[src/design/lohc_pkg.sv]
// Shared types, codes and constants for the LRU open-handle cache.
// Used by lohc_cell and lru_open_handle_cache; depends on nothing else.
package lohc_pkg;

    localparam int ENTRIES = 8;
    localparam int IDX_W   = (ENTRIES > 1) ? $clog2(ENTRIES) : 1;
    localparam int KEY_W   = 64;
    localparam int STAMP_W = 32;

    localparam logic [1:0] KIND_OPEN      = 2'd0;
    localparam logic [1:0] KIND_CLOSE     = 2'd1;
    localparam logic [1:0] KIND_CLOSE_ALL = 2'd2;

    localparam logic [2:0] STAT_HIT        = 3'd0;
    localparam logic [2:0] STAT_FILLED     = 3'd1;
    localparam logic [2:0] STAT_FAILED     = 3'd2;
    localparam logic [2:0] STAT_EMPTY      = 3'd3;
    localparam logic [2:0] STAT_CLOSED     = 3'd4;
    localparam logic [2:0] STAT_NOTFOUND   = 3'd5;
    localparam logic [2:0] STAT_ALL_CLOSED = 3'd6;

    typedef logic [IDX_W-1:0]   idx_t;
    typedef logic [KEY_W-1:0]   key_t;
    typedef logic [STAMP_W-1:0] stamp_t;

    typedef enum logic [2:0] {
        CMD_NONE,
        CMD_STAMP,
        CMD_FILL,
        CMD_CLEAR,
        CMD_CLEAR_ALL
    } cmd_op_t;

    typedef struct packed {
        cmd_op_t op;
        key_t    key;
        stamp_t  stamp;
    } cmd_t;

    // Search record handed from cell to cell, one cell per cycle.
    typedef struct packed {
        logic   go;
        idx_t   pos;
        logic   hit;
        idx_t   hit_idx;
        logic   have_best;
        idx_t   best_idx;
        stamp_t best_stamp;
        logic   best_valid;
        key_t   best_key;
    } token_t;

    function automatic logic [2:0] to_slot(input idx_t idx);
        logic [31:0] wide;
        wide = 32'(idx);
        return wide[2:0];
    endfunction

endpackage

[src/design/lohc_cell.sv]
// One cache slot: key, valid bit and use stamp, plus one stage of the search chain.
// Depends on lohc_pkg for the token and command types.
module lohc_cell (
    input  logic              aclk,
    input  logic              aresetn,
    input  lohc_pkg::key_t    qkey,
    input  lohc_pkg::token_t  tok_in,
    output lohc_pkg::token_t  tok_out,
    input  lohc_pkg::cmd_t    cmd,
    input  logic              sel
);

    lohc_pkg::key_t   key_reg;
    logic             valid_reg;
    lohc_pkg::stamp_t stamp_reg;
    lohc_pkg::token_t tok_reg;
    lohc_pkg::token_t tok_next;

    always_comb begin
        tok_next     = tok_in;
        tok_next.pos = tok_in.pos + lohc_pkg::idx_t'(1);
        if (!tok_in.hit && valid_reg && (key_reg == qkey)) begin
            tok_next.hit     = 1'b1;
            tok_next.hit_idx = tok_in.pos;
        end
        if (!tok_in.have_best || (stamp_reg < tok_in.best_stamp)) begin
            tok_next.have_best  = 1'b1;
            tok_next.best_idx   = tok_in.pos;
            tok_next.best_stamp = stamp_reg;
            tok_next.best_valid = valid_reg;
            tok_next.best_key   = key_reg;
        end
    end

    always_ff @(posedge aclk) begin
        if (!aresetn) begin
            key_reg   <= '0;
            valid_reg <= 1'b0;
            stamp_reg <= '0;
            tok_reg   <= '0;
        end else begin
            tok_reg <= tok_next;
            if (cmd.op == lohc_pkg::CMD_CLEAR_ALL) begin
                key_reg   <= '0;
                valid_reg <= 1'b0;
                stamp_reg <= '0;
            end else if (sel) begin
                case (cmd.op)
                    lohc_pkg::CMD_STAMP: begin
                        stamp_reg <= cmd.stamp;
                    end
                    lohc_pkg::CMD_FILL: begin
                        key_reg   <= cmd.key;
                        valid_reg <= 1'b1;
                        stamp_reg <= cmd.stamp;
                    end
                    lohc_pkg::CMD_CLEAR: begin
                        key_reg   <= '0;
                        valid_reg <= 1'b0;
                        stamp_reg <= '0;
                    end
                    default: begin
                    end
                endcase
            end
        end
    end

    assign tok_out = tok_reg;

endmodule

[src/design/lru_open_handle_cache.sv]
// Top level of the LRU open-handle cache: request control and the chain of slot cells.
// Depends on lohc_pkg and lohc_cell.
// An open or close-one request with a nonzero key starts a search: the start register, then the
// search record passing one slot cell per cycle, then the output register. Empty keys, close-all
// and unused kinds are answered without a search. One transaction is in flight at a time.
// Synchronous active-low reset clears every slot, the use clock and the output register.
module lru_open_handle_cache (
    input  logic        aclk,
    input  logic        aresetn,
    input  logic        s_tvalid,
    output logic        s_tready,
    input  logic [71:0] s_tdata,  // key [63:0], open_ok [64], zero fill [71:65]
    input  logic [1:0]  s_tuser,  // kind [1:0]
    output logic        m_tvalid,
    input  logic        m_tready,
    output logic [71:0] m_tdata,  // slot [2:0], evicted_valid [3], evicted_key [67:4], zero [71:68]
    output logic [2:0]  m_tuser   // status [2:0]
);

    typedef enum logic {ST_IDLE, ST_SCAN} state_t;

    state_t           state_reg;
    lohc_pkg::stamp_t clock_reg;
    logic             start_reg;
    logic [1:0]       kind_reg;
    lohc_pkg::key_t   key_reg;
    logic             ok_reg;
    logic             m_valid_reg;
    logic [2:0]       m_status_reg;
    logic [2:0]       m_slot_reg;
    logic             m_ev_valid_reg;
    lohc_pkg::key_t   m_ev_key_reg;

    logic             accept;
    logic [1:0]       in_kind;
    lohc_pkg::key_t   in_key;
    logic             need_scan;
    logic             res_valid;
    logic [2:0]       res_status;
    logic [2:0]       res_slot;
    logic             res_ev_valid;
    lohc_pkg::key_t   res_ev_key;
    lohc_pkg::cmd_t   cmd;
    lohc_pkg::idx_t   cmd_idx;
    logic [lohc_pkg::ENTRIES-1:0] sel;
    lohc_pkg::token_t tok_w [lohc_pkg::ENTRIES+1];
    lohc_pkg::token_t tail;

    assign s_tready = (state_reg == ST_IDLE) && !m_valid_reg;
    assign accept   = s_tvalid && s_tready;
    assign in_kind  = s_tuser;
    assign in_key   = s_tdata[63:0];
    assign tail     = tok_w[lohc_pkg::ENTRIES];

    always_comb begin
        tok_w[0]    = '0;
        tok_w[0].go = start_reg;
    end

    always_comb begin
        need_scan    = 1'b0;
        res_valid    = 1'b0;
        res_status   = lohc_pkg::STAT_NOTFOUND;
        res_slot     = 3'd0;
        res_ev_valid = 1'b0;
        res_ev_key   = '0;
        cmd.op       = lohc_pkg::CMD_NONE;
        cmd.key      = key_reg;
        cmd.stamp    = clock_reg;
        cmd_idx      = '0;
        if (accept) begin
            case (in_kind)
                lohc_pkg::KIND_OPEN: begin
                    if (in_key == '0) begin
                        res_valid  = 1'b1;
                        res_status = lohc_pkg::STAT_EMPTY;
                    end else begin
                        need_scan = 1'b1;
                    end
                end
                lohc_pkg::KIND_CLOSE: begin
                    if (in_key == '0) begin
                        res_valid = 1'b1;
                    end else begin
                        need_scan = 1'b1;
                    end
                end
                lohc_pkg::KIND_CLOSE_ALL: begin
                    res_valid  = 1'b1;
                    res_status = lohc_pkg::STAT_ALL_CLOSED;
                    cmd.op     = lohc_pkg::CMD_CLEAR_ALL;
                end
                default: begin
                    res_valid = 1'b1;
                end
            endcase
        end else if ((state_reg == ST_SCAN) && tail.go) begin
            res_valid = 1'b1;
            if (kind_reg == lohc_pkg::KIND_OPEN) begin
                if (tail.hit) begin
                    cmd.op     = lohc_pkg::CMD_STAMP;
                    cmd_idx    = tail.hit_idx;
                    res_status = lohc_pkg::STAT_HIT;
                    res_slot   = lohc_pkg::to_slot(tail.hit_idx);
                end else begin
                    cmd_idx      = tail.best_idx;
                    res_slot     = lohc_pkg::to_slot(tail.best_idx);
                    res_ev_valid = tail.best_valid;
                    res_ev_key   = tail.best_valid ? tail.best_key : '0;
                    if (ok_reg) begin
                        cmd.op     = lohc_pkg::CMD_FILL;
                        res_status = lohc_pkg::STAT_FILLED;
                    end else begin
                        cmd.op     = lohc_pkg::CMD_CLEAR;
                        res_status = lohc_pkg::STAT_FAILED;
                    end
                end
            end else if (tail.hit) begin
                cmd.op     = lohc_pkg::CMD_CLEAR;
                cmd_idx    = tail.hit_idx;
                res_status = lohc_pkg::STAT_CLOSED;
                res_slot   = lohc_pkg::to_slot(tail.hit_idx);
            end
        end
    end

    for (genvar i = 0; i < lohc_pkg::ENTRIES; i++) begin : g_cell
        assign sel[i] = (cmd_idx == lohc_pkg::idx_t'(i));
        lohc_cell u_cell (
            .aclk    (aclk),
            .aresetn (aresetn),
            .qkey    (key_reg),
            .tok_in  (tok_w[i]),
            .tok_out (tok_w[i+1]),
            .cmd     (cmd),
            .sel     (sel[i])
        );
    end

    always_ff @(posedge aclk) begin
        if (!aresetn) begin
            state_reg      <= ST_IDLE;
            clock_reg      <= '0;
            start_reg      <= 1'b0;
            kind_reg       <= lohc_pkg::KIND_OPEN;
            key_reg        <= '0;
            ok_reg         <= 1'b0;
            m_valid_reg    <= 1'b0;
            m_status_reg   <= lohc_pkg::STAT_NOTFOUND;
            m_slot_reg     <= 3'd0;
            m_ev_valid_reg <= 1'b0;
            m_ev_key_reg   <= '0;
        end else begin
            start_reg <= accept && need_scan;
            if (accept) begin
                kind_reg <= in_kind;
                key_reg  <= in_key;
                ok_reg   <= s_tdata[64];
                if ((in_kind == lohc_pkg::KIND_OPEN) && (in_key != '0)) begin
                    clock_reg <= clock_reg + lohc_pkg::stamp_t'(1);
                end
            end
            case (state_reg)
                ST_IDLE: begin
                    if (accept && need_scan) begin
                        state_reg <= ST_SCAN;
                    end
                end
                ST_SCAN: begin
                    if (tail.go) begin
                        state_reg <= ST_IDLE;
                    end
                end
                default: begin
                    state_reg <= ST_IDLE;
                end
            endcase
            if (res_valid) begin
                m_valid_reg    <= 1'b1;
                m_status_reg   <= res_status;
                m_slot_reg     <= res_slot;
                m_ev_valid_reg <= res_ev_valid;
                m_ev_key_reg   <= res_ev_key;
            end else if (m_valid_reg && m_tready) begin
                m_valid_reg <= 1'b0;
            end
        end
    end

    assign m_tvalid = m_valid_reg;
    assign m_tuser  = m_status_reg;
    assign m_tdata  = {4'd0, m_ev_key_reg, m_ev_valid_reg, m_slot_reg};

    a_no_accept_while_pending: assert property (
        @(posedge aclk) disable iff (!aresetn) !(s_tready && m_tvalid)
    ) else $error("transaction accepted while a result is pending");

    a_tail_only_in_scan: assert property (
        @(posedge aclk) disable iff (!aresetn) tail.go |-> (state_reg == ST_SCAN)
    ) else $error("search record left the chain outside a search");

    a_single_target: assert property (
        @(posedge aclk) disable iff (!aresetn) $onehot(sel)
    ) else $error("slot select is not one-hot");

    a_evict_on_miss: assert property (
        @(posedge aclk) disable iff (!aresetn)
        (m_tvalid && m_tdata[3]) |->
            (m_tuser == lohc_pkg::STAT_FILLED || m_tuser == lohc_pkg::STAT_FAILED)
    ) else $error("eviction reported outside an open miss");

    a_result_has_cause: assert property (
        @(posedge aclk) disable iff (!aresetn)
        $rose(m_tvalid) |-> $past(accept || ((state_reg == ST_SCAN) && tail.go))
    ) else $error("result appeared without a request");

endmodule
[config.mk]
export PLATFORM = sky130hd
export DESIGN_NAME = lru_open_handle_cache
export DESIGN_NICKNAME = d
export VERILOG_FILES = /design/src/design/lohc_pkg.sv /design/src/design/lohc_cell.sv /design/src/design/lru_open_handle_cache.sv
export SDC_FILE = /design/constraint.sdc
export NUM_CORES = 2
export LEC_CHECK = 0
export BUFFER_PORTS_ARGS = -buffer_cell sky130_fd_sc_hd__buf_2
export CAP_MARGIN = 30
export CORE_MARGIN = 8
export CORE_UTILIZATION = 35
export CTS_BUF_LIST = sky130_fd_sc_hd__clkbuf_8
export CTS_CLUSTER_DIAMETER = 100
export CTS_CLUSTER_SIZE = 20
export DETAILED_ROUTE_END_ITERATION = 10
export GPL_TIMING_DRIVEN = 0
export SLEW_MARGIN = 10
export SYNTH_ARGS = -nofsm -noshare
export SYNTH_HDL_FRONTEND = slang
export SYNTH_SLANG_ARGS = --single-unit
[constraint.sdc]
create_clock -name aclk -period 5.12 [get_ports aclk]
set_input_delay 0.512 -clock aclk [delete_from_list [all_inputs] [get_ports aclk]]
set_output_delay 0.512 -clock aclk [all_outputs]
set_load 0.02 [all_outputs]
* Word-level counts from Yosys, hierarchy flattened
Cells that the tools add are included.
** Word-level totals
- Register bits :: 1783
- Word-level logic and storage cells :: 272
** Operators by class
- Bitwise logic cells :: 2
- Reduce and logical (&&, ||, !) cells :: 71
- $add $sub $neg :: 7
- Equal/unequal tests :: 21
- $lt $le $gt $ge :: 7
- Muxes and demuxes :: 60
** Operators by type and width (count)
- $mux W101 :: 6
- $eq A64 B64 Y1 :: 8
- $mux W64 :: 5
- $lt A32 B32 Y1 :: 7
- $pmux W64 S2 :: 1
- $mux W106 :: 1
- $mux W100 :: 1
- $logic_not A64 Y1 :: 1
- $pmux W32 S2 :: 1
- $reduce_bool A64 Y1 :: 1
- $mux W3 :: 13
- $reduce_and A2 Y1 :: 17
- $add A32 B1 Y32 const B :: 1
- $mux W4 :: 8
- $logic_and A1 B1 Y1 :: 21
- $mux W1 :: 17
- $add A3 B1 Y3 const B :: 5
- $eq A3 B3 Y1 const B :: 5
- $logic_not A1 Y1 :: 15
- $eq A3 B2 Y1 const B :: 4
- $mux W2 :: 4
- $logic_or A1 B1 Y1 :: 7
- $eq A3 B1 Y1 const B :: 2
- $pmux W3 S2 :: 1
- other kinds (9) :: 16

* Longest topological paths before layout
- Word-level depth :: 9
- Mapped depth :: 11

* Modules after synthesis
From an unflattened synthesis, not the netlist that was laid out.
** Unflattened totals
- Cell total of the unflattened synthesis :: 9355
- Area, all modules :: 82108.7 sq um
** By module, submodules not included
- lohc_cell (g_cell[0].u_cell ...) :: area each 9412.8 sq um, times used 4, cells an instance 1075
- lohc_cell (g_cell[5].u_cell ...) :: area each 9410.3 sq um, times used 3, cells an instance 1074
- lohc_cell (g_cell[4].u_cell) :: area each 9396.5 sq um, times used 1, cells an instance 1074
- lru_open_handle_cache :: area each 6830.3 sq um, times used 1, cells an instance 759

* Least setup slack after synthesis
OpenSTA, ideal clock, no wires.
- Kind :: register to register
- From :: reg g_cell[4].u_cell.tok_reg (netlist bit g_cell[4].u_cell.tok_out[76])
- To :: reg g_cell[5].u_cell.tok_reg (netlist bit g_cell[5].u_cell.tok_out[0])
- Clock period less this slack :: 2.451 ns
- Path slack :: 2.669 ns
- Setup time :: 0.072 ns
- Path buffers :: 2
- Stages on the path, launching flop included :: 11
- Arrival :: 2.380 ns
- Cells stage by stage :: dfxtp_1 > inv_1 > ha_1 > and4_1 > a21oi_1 > a21oi_1 > or4_1 > a221oi_2 > buf_12 > buf_12 > mux2i_1
** On the way
- Word-level cells in the longest chain between the ends :: 3
** Ends and longest elaborated chain
- start, declared :: RTL line lohc_cell.sv:16 : lohc_pkg::token_t tok_reg;
- start signal, assigned :: RTL line lohc_cell.sv:42 : tok_reg <= tok_next;
- $lt A32 B32 Y1 :: RTL line lohc_cell.sv:26 : if (!tok_in.have_best || (stamp_reg < tok_in.best_stamp)) begin
- $logic_or A1 B1 Y1 :: RTL line lohc_cell.sv:26
- $mux W101 :: RTL line lohc_cell.sv:26
- end signal, assigned :: RTL line lohc_cell.sv:42
- end, declared :: RTL line lohc_cell.sv:16
No other way between the ends.
A chain may end at the register's enable or synchronous reset.

==> results.yml <==
run_status:
  status: "complete, no violations"
worst_setup_path:
  crit_fanout: 10
  worstSetupStartpointType: "input pin"
  crit_path_end_kind: "flop"
  worstPathRequired_ps: 5910
  critical_path_class: "input pin to flop"
  cp_data_arrival_time_ps: 5370
sta:
  setup_viol: 0
  timing.setup.tns_ps: 0
  worstMarginPinSlew_ps: 1149
  rsz0062_at_grt: "no"
  slew_viol_final: 0
  fmaxAchievable_mhz: 218.6
  post-route-period-util: 0.8936
  finalHoldViolCount: 0
  slew_headroom: 0.2338
  clock_skew_ps: 106.5
  finalCriticalPeriod_ps: 4575
floorplan:
  core_mm2: 0.2163
  rows: 171
  die_x_um: 481.6
  die_area_mm2: 0.2320
  die_h_um: 481.6
  start_util: 0.3508
  ios: 155
clocking:
  cts.reportedPaths.clkPinSlew_ps: 120
  cts-root-buf: "clkbuf_8"
  cts-resized-gates: 0
  tritoncts: "yes"
  ctsHoldBuffers: 69
  h-tree-depth: 3
  clock_path_buffers: 3
  cts_num_sinks: 1769
  cts_buffers: 99
  clock_latency_ps: 980
  postCtsSetupRepairBufs: 0
layout:
  nFillCells: 22210
  fin_area_mm2: 0.08297
  drive_gt1_frac: 0.05863
  final_cell_mix: "dfxtp_1, nand2_1, nor2_1, a21oi_1, mux2i_1"
  areaGrowthSynthToFinish_pct: 9.325
  fin_nets: 9790
  largest_register_ffs: 820
  final_common_cell: "dfxtp_1"
yosys:
  syn_area_mm2: 0.07589
  synthCells: 9132
  ys_ff_latch: 1769
  syn_area_per_cell_um2: 8.310
  ys_types: 73
  synth_ff_type: "dfxtp_1"
  async_flop_share: 0
  synth_edf_count: 0
  yosys_warnings: 0
  yosysSeqAreaShare: 0.4667
detailed_routing:
  via_count: 65601
  remaining_drc_errors: 0
  routed_wl_um: 329000
  dr.pass1.iters: 7
  detail-route-antenna-nets: 0
  vias_per_cell: 5.305
  avgRoutedWirePerCell_um: 26.61
  drt_first_iter_violations: 7516
flow_run:
  cap_violations: 0
placed_design:
  dpl-instance-area_mm2: 0.08071
  post-dp-hpwl_um: 265700
  io_buffers: 143
  place_congestion: 1.009
power:
  p_leak_nw: 30.93
  peakVddDrop_uv: 197.3
  powerDensity_mw_per_mm2: 274.6
min_path:
  hold_class: "input pin to flop"
grt:
  gr-usage-all-layers: 0.2715
  first_global_vias: 61195
  antenna_found_initial: 13
  grt_pass1_wl_um: 454500
  grt_max_degree: 21
  grt-ovfl-total: 0
-- layout make-up --
type | instances | area, µm² | area share
Sequential cell | 1769 | 35410 | 0.4269
Buffer | 623 | 3033 | 0.03656
Clock buffer | 101 | 1390 | 0.01675
Clock inverter | 12 | 108.9 | 0.001312
Inverter | 316 | 1191 | 0.01436
Timing Repair Buffer | 253 | 1914 | 0.02307
Multi-Input combinational cell | 6427 | 36310 | 0.4377
Tap cell | 2854 | 3571 | 0.04304
Antenna cell | 12 | 30.03 | 0.0003619
-- cells in the mapped netlist, drive strengths merged (4+ instances only) --
master / instances / area (µm²)
nor2: 1623 / 6092
nand2: 1671 / 6272
nor3: 31 / 160.1
clkbuf: 381 / 1430
nand2b: 80 / 515.5
buf: 242 / 1577
or3: 8 / 50.05
and3: 14 / 87.58
a211oi: 9 / 67.56
mux2i: 689 / 6897
a221o: 10 / 100.1
and2: 114 / 713.2
o21a: 16 / 120.1
a22o: 77 / 674.4
a21o: 12 / 90.09
or3b: 5 / 43.79
o2111ai: 16 / 140.1
nand3: 61 / 305.3
a21oi: 938 / 4695
and4: 15 / 131.4
a221oi: 13 / 120.1
or4: 5 / 41.29
nor2b: 27 / 168.9
o221ai: 14 / 122.6
a22oi: 4 / 30.03
o21ai: 46 / 234.0
o22ai: 25 / 156.4
inv: 314 / 1179
nand4: 134 / 838.3
o2bb2ai: 11 / 96.34
o211ai: 4 / 30.03
xnor2: 318 / 2785
a31oi: 9 / 62.56
xor2: 84 / 735.7
a2111o: 7 / 78.83
dfxtp: 1769 / 35410
ha: 223 / 2790
a2111oi: 10 / 112.6
nor4: 78 / 509.2
-- routing by layer --
layer / vias up / wire, µm / global-route usage
li1: 30474 / - / -
met1: 31430 / 143600 / 0.3757
met2: 3098 / 138300 / 0.4113
met3: 597 / 25930 / 0.03261
met4: 2 / 21240 / 0.1481
met5: - / 13 / 0
-- stage by stage --
step	std cells	power, mW	utilization	hold slack, ps	setup WS, ps
floorplan	9135	15.32	-	408.3	2669
global placement	12132	16.47	0.3707	415.0	-355.8
detailed placement	12170	16.50	0.3731	420.6	247.6
CTS	12352	22.77	0.3833	274.5	635.5
global route	12356	23.33	0.3834	315.5	597.9
finish	12367	22.78	0.3836	320.8	544.6
-- critical path, cell delays in order --
cell	delay (ps)
dlygate4sd3_1	560
buf_2	160
clkbuf_1	570
clkbuf_1	730
clkbuf_1	800
clkbuf_2	810
clkbuf_1	760
nand2_1	120
mux2i_1	310
-- path summary, 6_finish.rpt --
path,from,end,slack (ps),depth (start not counted)
worst min register to register,g_cell[0].u_cell.tok_out[27],g_cell[1].u_cell.tok_out[27],390,2
worst max-delay path,aresetn,g_cell[4].u_cell.tok_out[65],540,9
worst min-delay path,aresetn,g_cell[0].u_cell.tok_out[100],320,2
worst max register to register,key_reg[26],g_cell[6].u_cell.tok_out[103],1500,6
-- kinds of logic (layout without fill, tap and decap cells) --
group                      after synthesis  after routing  share of synthesized area
buffers and inverters                  939           1305                    0.05531
xor gates and xnor gates               402            402                    0.04640
adders and majority gates              223            223                    0.03677
DFF                                   1769           1769                     0.4667
AOI/OAI and AO/OA                     1234           1234                    0.09286
other                                    1             16                 0.00004941
and+or+nand+nor                       3875           3875                     0.2111
muxes                                  689            689                    0.09088
-- power breakdown --
part | leakage, nW | internal (mW) | switching, mW
clock | 0.778 | 1.86 | 4.60
combinational | 15.9 | 0.607 | 1.85
sequential | 14.3 | 13.8 | 0.0528
total | 30.9 | 16.3 | 6.50
No activity file was read; power rests on OpenSTA's default activity.
